[config.mk]
export PLATFORM = sky130hd
export DESIGN_NAME = rational_arithmetic_unit
export DESIGN_NICKNAME = d
export VERILOG_FILES = /design/src/hdl/rau_pkg.sv /design/src/hdl/rational_arithmetic_unit.sv /design/src/hdl/rau_core.sv
export SDC_FILE = /design/constraint.sdc
export NUM_CORES = 2
export LEC_CHECK = 0
export BUFFER_PORTS_ARGS = -buffer_cell sky130_fd_sc_hd__buf_2
export CORE_MARGIN = 5
export CORE_UTILIZATION = 38
export CTS_CLUSTER_DIAMETER = 30
export DETAILED_ROUTE_END_ITERATION = 7
export PLACE_DENSITY = 0.55
export SYNTH_ARGS = -nofsm -noshare
export SYNTH_HDL_FRONTEND = slang
export SYNTH_SLANG_ARGS = --single-unit
[constraint.sdc]
create_clock -name i_clk -period 14.7 [get_ports i_clk]
set_clock_uncertainty 0.05 [all_clocks]
set_input_delay 0 -clock i_clk [delete_from_list [all_inputs] [get_ports i_clk]]
set_output_delay 0 -clock i_clk [all_outputs]
set_load 0.02 [all_outputs]
[src/hdl/rau_pkg.sv]
// ----------------------------------------------------------------------------
// Rational arithmetic unit package
// Shared widths, operation and status codes.
// ----------------------------------------------------------------------------
package rau_pkg;
    localparam int unsigned DefWidth = 32;
    localparam int unsigned KindW    = 3;
    localparam int unsigned StatW    = 2;

    localparam logic [KindW-1:0] K_REDUCE = 3'd0;
    localparam logic [KindW-1:0] K_ADD    = 3'd1;
    localparam logic [KindW-1:0] K_SUB    = 3'd2;
    localparam logic [KindW-1:0] K_MUL    = 3'd3;
    localparam logic [KindW-1:0] K_DIV    = 3'd4;

    localparam logic [StatW-1:0] ST_OK   = 2'd0;
    localparam logic [StatW-1:0] ST_ZERO = 2'd1;
    localparam logic [StatW-1:0] ST_OVF  = 2'd2;
endpackage

[src/hdl/rational_arithmetic_unit.sv]
// ----------------------------------------------------------------------------
// Rational arithmetic unit
// Reduce, add, subtract, multiply and divide fractions, canonical results.
// ----------------------------------------------------------------------------
// channel  | handshake            | words
// command  | start, busy          | i_kind, i_a_num, i_a_den, i_b_num, i_b_den
// result   | o_valid (one cycle)  | o_res_num, o_res_den, o_status
//
// A command runs from accept to strobe through the bit-serial multiplies
// (three for add and subtract, two otherwise), the binary gcd steps, two
// divisions by the gcd and an output state; the gcd, the divisions and the
// add/subtract sign compare share one subtractor. Zero-denominator items
// strobe in the cycle after accept. Reset is synchronous, active low.
// The receiver cannot stall; each result is shown for one cycle.
module rational_arithmetic_unit #(
    parameter int unsigned WIDTH = rau_pkg::DefWidth
) (
    input  logic                      i_clk,
    input  logic                      i_rst_n,
    input  logic                      start,
    output logic                      busy,
    input  logic [2:0]                i_kind,
    input  logic signed [31:0]        i_a_num,
    input  logic signed [31:0]        i_a_den,
    input  logic signed [31:0]        i_b_num,
    input  logic signed [31:0]        i_b_den,
    output logic                      o_valid,
    output logic signed [31:0]        o_res_num,
    output logic [30:0]               o_res_den,
    output logic [rau_pkg::StatW-1:0] o_status
);
    import rau_pkg::*;

    logic [WIDTH-1:0] c_num;
    logic [WIDTH-2:0] c_den;

    rau_core #(.WIDTH(WIDTH)) u_core (
        .i_clk   (i_clk),
        .i_rst_n (i_rst_n),
        .i_start (start),
        .i_kind  (i_kind),
        .i_an    (i_a_num[WIDTH-1:0]),
        .i_ad    (i_a_den[WIDTH-1:0]),
        .i_bn    (i_b_num[WIDTH-1:0]),
        .i_bd    (i_b_den[WIDTH-1:0]),
        .o_busy  (busy),
        .o_valid (o_valid),
        .o_num   (c_num),
        .o_den   (c_den),
        .o_status(o_status)
    );

    // sign-extend numerator, zero-extend denominator to port widths
    assign o_res_num = 32'(signed'(c_num));
    assign o_res_den = 31'(c_den);
endmodule

[src/hdl/rau_core.sv]
// ----------------------------------------------------------------------------
// Rational arithmetic sequencer
// One shared 2*WIDTH-bit subtract/compare unit serves the add/sub sign compare,
// binary gcd and two restoring divisions; shift-add multiply, one bit a cycle.
// ----------------------------------------------------------------------------
module rau_core #(
    parameter int unsigned WIDTH = rau_pkg::DefWidth
) (
    input  logic                     i_clk,
    input  logic                     i_rst_n,
    input  logic                     i_start,
    input  logic [rau_pkg::KindW-1:0] i_kind,
    input  logic [WIDTH-1:0]         i_an,
    input  logic [WIDTH-1:0]         i_ad,
    input  logic [WIDTH-1:0]         i_bn,
    input  logic [WIDTH-1:0]         i_bd,
    output logic                     o_busy,
    output logic                     o_valid,
    output logic [WIDTH-1:0]         o_num,
    output logic [WIDTH-2:0]         o_den,
    output logic [rau_pkg::StatW-1:0] o_status
);
    import rau_pkg::*;

    localparam int unsigned W2 = 2 * WIDTH;
    localparam int unsigned CW = $clog2(W2 + 1);

    typedef enum logic [3:0] {
        S_IDLE, S_MUL, S_MDONE, S_GCD, S_DIVN, S_DIVD, S_DONE
    } t_state;

    t_state r_state;
    logic [KindW-1:0] r_kind;
    // multiply phase: r_step 0 = an*bd (or numerator), 1 = bn*ad, 2 = den
    logic [1:0]    r_step;
    logic [W2-1:0] r_acc, r_mc;
    logic [WIDTH-1:0] r_mp;
    logic [CW-1:0] r_cnt;
    logic [W2-1:0] r_p0;
    logic          r_nneg;
    logic [W2-1:0] r_num, r_den;
    // gcd (Euclid by subtraction with shifts: binary gcd)
    logic [W2-1:0] r_gx, r_gy, r_g;
    logic [CW-1:0] r_sh;
    // divider
    logic [W2-1:0] r_q, r_rem, r_dq;
    logic [W2-1:0] r_qn;
    logic [WIDTH-1:0] m_an, m_ad, m_bn, m_bd;
    logic          sa_n, sa_d, sb_n, sb_d;
    logic [WIDTH-1:0] r_an, r_ad, r_bn, r_bd;
    logic          r_an_s, r_bn_s;

    function automatic logic [WIDTH-1:0] mag(input logic [WIDTH-1:0] v);
        mag = v[WIDTH-1] ? (~v + 1'b1) : v;
    endfunction

    always_comb begin
        m_an = mag(i_an); m_ad = mag(i_ad); m_bn = mag(i_bn); m_bd = mag(i_bd);
        sa_n = i_an[WIDTH-1]; sa_d = i_ad[WIDTH-1];
        sb_n = i_bn[WIDTH-1]; sb_d = i_bd[WIDTH-1];
    end

    // shared subtract unit
    logic [W2-1:0] u_a, u_b, u_d;
    logic          u_ge;
    logic [W2:0]   rem_sh;
    always_comb begin
        rem_sh = {r_rem, r_qn[W2-1]};
        u_a = r_gx; u_b = r_gy;
        unique case (r_state)
            S_DIVN, S_DIVD: begin u_a = rem_sh[W2-1:0]; u_b = r_g; end
            S_MDONE:        begin u_a = r_p0; u_b = r_acc; end
            default:        begin u_a = r_gx; u_b = r_gy; end
        endcase
        u_d  = u_a - u_b;
        u_ge = (u_a >= u_b) || (r_state inside {S_DIVN, S_DIVD} && rem_sh[W2]);
    end

    logic          binop, zero_err;
    logic [W2-1:0] half;
    always_comb begin
        binop = (i_kind >= K_ADD) && (i_kind <= K_DIV);
        zero_err = (i_ad == '0) || (binop && i_bd == '0) || (i_kind == K_DIV && i_bn == '0);
        half = {{(W2-1){1'b0}}, 1'b1} << (WIDTH - 1);
    end

    assign o_busy = (r_state != S_IDLE);

    always_ff @(posedge i_clk) begin
        if (!i_rst_n) begin
            r_state <= S_IDLE;
            o_valid <= 1'b0;
        end else begin
            o_valid <= 1'b0;
            unique case (r_state)
                S_IDLE: if (i_start) begin
                    if (zero_err) begin
                        o_valid <= 1'b1; o_num <= '0; o_den <= '0; o_status <= ST_ZERO;
                    end else begin
                        r_kind <= i_kind;
                        r_an <= m_an; r_ad <= m_ad; r_bn <= m_bn; r_bd <= m_bd;
                        r_an_s <= sa_n ^ sa_d;
                        r_bn_s <= sb_n ^ sb_d ^ (i_kind == K_SUB);
                        r_step <= 2'd0;
                        r_acc <= '0;
                        r_cnt <= '0;
                        unique case (i_kind)
                            K_ADD, K_SUB: begin r_mc <= W2'(m_an); r_mp <= m_bd; end
                            K_MUL:        begin r_mc <= W2'(m_an); r_mp <= m_bn; end
                            K_DIV:        begin r_mc <= W2'(m_an); r_mp <= m_bd; end
                            default: begin
                                r_mc <= W2'(m_an);
                                r_mp <= {{(WIDTH-1){1'b0}}, 1'b1};
                            end
                        endcase
                        r_state <= S_MUL;
                    end
                end
                // shift-add multiply, one multiplier bit a cycle
                S_MUL: begin
                    if (r_mp[0]) r_acc <= r_acc + r_mc;
                    r_mc <= r_mc << 1;
                    r_mp <= r_mp >> 1;
                    r_cnt <= r_cnt + 1'b1;
                    if (r_cnt == CW'(WIDTH - 1)) r_state <= S_MDONE;
                end
                S_MDONE: begin
                    r_acc <= '0; r_cnt <= '0;
                    r_state <= S_MUL;
                    if (r_step == 2'd0) begin
                        r_p0 <= r_acc;
                        if (r_kind == K_ADD || r_kind == K_SUB) begin
                            r_step <= 2'd1;
                            r_mc <= W2'(r_bn); r_mp <= r_ad;
                        end else begin
                            r_num <= r_acc;
                            r_nneg <= (r_kind == K_MUL) ? (r_an_s ^ r_bn_s) :
                                      (r_kind == K_DIV) ? (r_an_s ^ r_bn_s) : r_an_s;
                            r_step <= 2'd2;
                            r_mc <= W2'(r_ad);
                            unique case (r_kind)
                                K_MUL:   r_mp <= r_bd;
                                K_DIV:   r_mp <= r_bn;
                                default: r_mp <= {{(WIDTH-1){1'b0}}, 1'b1};
                            endcase
                        end
                    end else if (r_step == 2'd1) begin
                        // signed-magnitude sum of p0 (sign an) and acc (sign bn)
                        if (r_an_s == r_bn_s) begin
                            r_num <= r_p0 + r_acc; r_nneg <= r_an_s;
                        end else if (u_ge) begin
                            r_num <= u_d; r_nneg <= r_an_s;
                        end else begin
                            r_num <= r_acc - r_p0; r_nneg <= r_bn_s;
                        end
                        r_step <= 2'd2;
                        r_mc <= W2'(r_ad); r_mp <= r_bd;
                    end else begin
                        r_den <= r_acc;
                        r_gx <= r_num; r_gy <= r_acc; r_sh <= '0;
                        r_state <= S_GCD;
                    end
                end
                // binary gcd, one step a cycle; r_gy stays nonzero
                S_GCD: begin
                    if (r_gx == '0) begin
                        r_g <= r_gy << r_sh;
                        r_cnt <= '0; r_qn <= r_num; r_rem <= '0;
                        r_state <= S_DIVN;
                    end else if (!r_gx[0] && !r_gy[0]) begin
                        r_gx <= r_gx >> 1; r_gy <= r_gy >> 1; r_sh <= r_sh + 1'b1;
                    end else if (!r_gx[0]) begin
                        r_gx <= r_gx >> 1;
                    end else if (!r_gy[0]) begin
                        r_gy <= r_gy >> 1;
                    end else if (u_ge) begin
                        r_gx <= u_d >> 1;
                    end else begin
                        r_gx <= (r_gy - r_gx) >> 1; r_gy <= r_gx;
                    end
                end
                // restoring division by the gcd, one quotient bit a cycle
                S_DIVN, S_DIVD: begin
                    r_rem <= u_ge ? u_d : rem_sh[W2-1:0];
                    r_qn  <= {r_qn[W2-2:0], u_ge};
                    r_cnt <= r_cnt + 1'b1;
                    if (r_cnt == CW'(W2 - 1)) begin
                        r_cnt <= '0; r_rem <= '0;
                        if (r_state == S_DIVN) begin
                            r_q <= {r_qn[W2-2:0], u_ge};
                            r_qn <= r_den;
                            r_state <= S_DIVD;
                        end else begin
                            r_dq <= {r_qn[W2-2:0], u_ge};
                            r_state <= S_DONE;
                        end
                    end
                end
                S_DONE: begin
                    o_valid <= 1'b1;
                    r_state <= S_IDLE;
                    if (r_dq > half - 1'b1 ||
                        ((r_nneg && r_q != '0) ? (r_q > half) : (r_q > half - 1'b1))) begin
                        o_num <= '0; o_den <= '0; o_status <= ST_OVF;
                    end else begin
                        o_num <= (r_nneg && r_q != '0) ? WIDTH'(~r_q + 1'b1) : r_q[WIDTH-1:0];
                        o_den <= r_dq[WIDTH-2:0];
                        o_status <= ST_OK;
                    end
                end
                default: r_state <= S_IDLE;
            endcase
        end
    end
endmodule

==> flow_metrics.py <==
metrics = {
    "detailed_routing": {
        "drtPass1Iterations": 7,
        "drt_iter0_drc": 7623,
        "drcViolationCount": 0,
        "via_count": 62250,
        "drtAntennaViolNets": 0,
        "vias_per_cell": 6.129,
        "wl_mm": 284.8,
        "post_drt_wl_per_cell_um": 28.04,
    },
    "worst_setup_path": {
        "required_ns": 15.30,
        "crit_family": "buffers and inverters",
        "cp_cell_sequence": "nor3_2 > nor2_4 > buf_4 > buf_4 > a21oi_1 > ha_1 > and2_4 > nand3_2 > or3_1 > or4_1 > o31ai_1 > o21ai_1 > a21o_4 > buf_4 > buf_4 > nand2_2 > buf_4 > o22ai_1 > nor2_1 > o22ai_1 > mux2_2",
        "worst_path_max_delay_cell": "buf_4",
        "reg2reg_to": "u_core.r_num[11]",
        "path_buf_inv": 5,
        "worstPathArrival_ns": 8.90,
        "rr_worst_depth": 21,
        "cp_common_cell": "buf_4",
        "reg2reg_slack_ns": 6.39,
        "critPathCaptureType": "flip-flop",
        "r2r-start": "u_core.r_state[0]",
        "cp-start-kind": "flip-flop",
        "crit_path_max_fanout": 58,
        "max_stage_delay_ns": 0.78,
        "crit_type": "flip-flop to flip-flop",
    },
    "cts": {
        "cts_buffers": 279,
        "clockBufferDepth": 4,
        "clockRootBuffer": "clkbuf_16",
        "cts_tree": "yes",
        "ctsResizeCount": 0,
        "postCtsHoldBufs": 367,
        "insertion_delay_ns": 0.94,
        "clk_pin_slew_worst_paths_ns": 0.04,
        "h-tree-depth": 5,
        "post_cts_buffers": 0,
        "clock-sinks": 987,
    },
    "power": {
        "combPwrFrac_pct": 19.4,
        "p_sw_mw": 3.410,
        "finalPower_mw": 11.43,
        "swShare_pct": 29.84,
        "ir_drop_uv": 128.2,
        "internal_power_mw": 8.016,
        "power.leakage_nw": 31.63,
        "p_per_area_nw_per_um2": 137.6,
        "p_seq_share_pct": 30.1,
        "p_clk_share_pct": 50.5,
    },
    "grt": {
        "first_global_vias": 59850,
        "grt_pass1_wl_mm": 410.9,
        "grt_overflow": 0,
        "track_usage_pct": 29.63,
        "grt_max_degree": 131,
        "antenna_found_initial": 18,
    },
    "die": {
        "die_w_um": 430.1,
        "pin_count": 201,
        "num_rows": 154,
        "core_um2": 175900,
        "initial_core_util_pct": 38.12,
        "die_area_um2": 185000,
        "die_y_um": 430.1,
    },
    "worst_hold_path": {
        "holdCritPathClass": "primary input to flip-flop",
        "min_to": "u_core.r_mc[31]",
        "worstHoldStart": "i_a_num[30]",
        "holdPathStages": 4,
    },
    "finish": {
        "final_cell_area_um2": 83030,
        "syn_to_final_growth_pct": 23.81,
        "final_util_pct": 47.20,
        "layout_commonest_cell": "edfxtp_1",
        "instances_no_fill": 10160,
        "fin_nets": 8071,
        "mostFrequentLayoutCells": "edfxtp_1, nand2_1, a21oi_1, nor2_1, o21ai_0",
        "drive_above_1_share_pct": 11.21,
    },
    "place": {
        "pre_cts_ws_ns": 6.580,
        "place_inst": 9302,
        "gp_congestion": 0.9822,
        "dpl_cell_area_um2": 70450,
        "place_hpwl_mm": 211.1,
        "port_buffers": 200,
    },
    "synth": {
        "synth_cell_types": 99,
        "yosysTopAreaCell": "edfxtp_1",
        "synth_ff_type": "edfxtp_1",
        "synth_warnings": 0,
        "syn_nets": 7544,
        "synth_top_area_share_pct": 44.02,
        "synth_edf_count": 983,
        "synth_area_leaders": "edfxtp_1, ha_1, nand2_1, a21oi_1, o21ai_0",
        "yosys_register_bits": 987,
        "synth_area_per_cell_um2": 9.468,
        "ys_seq_area_share_pct": 44.14,
        "netlist_area_um2": 67060,
        "syn_inst": 7083,
        "async_flop_share_pct": 0,
    },
    "timing": {
        "period_share_pct": 56.51,
        "setup_viol": 0,
        "fmax_mhz": 120.4,
        "relSlewSlack_pct": 8.002,
        "hold_viol": 0,
        "period_minus_slack_ns": 8.307,
        "fin_worst_hold_slack_ns": 0.1176,
        "worstMarginPinSlew_ns": 1.345,
        "drv_slew": 0,
        "fin_tns_setup_ns": 0,
        "finalWorstSetupSlack_ns": 6.394,
        "rsz0062_at_grt": "false",
    },
    "job": {
        "maxCapViolations": 0,
    },
    "run_status": {
        "status": "completed",
    },
}
[power groups by stage]
stage               clock network (mW)  registers (mW)  logic (mW)
finish                            5.77            3.44        2.22
global placement                     0            3.48        2.04
CTS                               5.82            3.43        2.15
floorplan                            0            3.38        1.41
global route                      6.00            3.44        2.38
detailed placement                   0            3.48        2.04
[metal layers]
metal	vias up	track usage (%)	part of all wire (%)
li1	27710	-	-
met1	30710	44.07	45
met2	3396	42.54	42
met3	425	7.492	11
met4	4	8.154	2.6
met5	-	0	0.0074
[Yosys cell counts, drive strengths merged (58+ instances only)]
library cell  number
edfxtp           983
nand2            910
a21oi            652
nor2             638
o21ai            519
clkbuf           386
ha               322
inv              274
xnor2            222
mux2i            212
xor2             146
a21o             128
a22oi             93
nand4             88
nor3              85
o31ai             81
a22o              73
nand3             72
o21bai            70
o22ai             69
nor4              66
a31oi             63
a221oi            58
[kinds of logic after synthesis]
logic type | share of synthesized area (%)
compound gates | 21.66
simple gates | 14.41
flops | 44.14
buf+inv | 4.090
xor+xnor | 4.806
fa+ha+maj | 6.157
mux | 4.743
[area by class of cell]
type                    count  area (um2)
diodes                      3       7.507
clock buffers             321        7288
clock inverters           163        1614
fillers                 16400       92890
inverters                 276        1041
multi-input cells        5379       34950
flip-flops and latches    987       29600
well taps                2340        2928
repair buffers            687        5600
[flip-flops by register name, indices dropped and copies added (netlist names), 3 cells and up]
name            flops
u_core.o_den       31
u_core.o_num       32
u_core.r_acc       64
u_core.r_ad        32
u_core.r_bd        32
u_core.r_bn        32
u_core.r_cnt        7
u_core.r_den       64
u_core.r_dq        64
u_core.r_g         64
u_core.r_gx        64
u_core.r_gy        64
u_core.r_kind       3
u_core.r_mc        64
u_core.r_mp        32
u_core.r_num       64
u_core.r_p0        64
u_core.r_q         64
u_core.r_qn        64
u_core.r_rem       64
u_core.r_sh         7
u_core.r_state      3
[worst register-to-register path: cells and delay by family, from the launching register on]
kind	cells	cell delay, ns
adders and majority gates	1	0.45
DFF	1	0.66
and+or+nand+nor	8	2.44
buffers and inverters	5	2.65
muxes	1	0.27
AOI/OAI and AO/OA	6	1.53
[worst max path at each step]
stage | slack [ns] | start | endpoint | cells after the start
global route | 6.20 | u_core.r_state[0] | u_core.r_num[34] | 21
floorplan | 5.25 | i_b_den[0] | u_core.r_ad[0] | 12
CTS | 6.56 | u_core.r_state[0] | u_core.r_num[2] | 21
detailed placement | 6.58 | u_core.r_state[0] | u_core.r_num[2] | 21
global placement | 6.76 | u_core.r_state[0] | u_core.r_num[11] | 21
finish | 6.39 | u_core.r_state[0] | u_core.r_num[11] | 21
No activity file was read; power rests on OpenSTA's default activity.
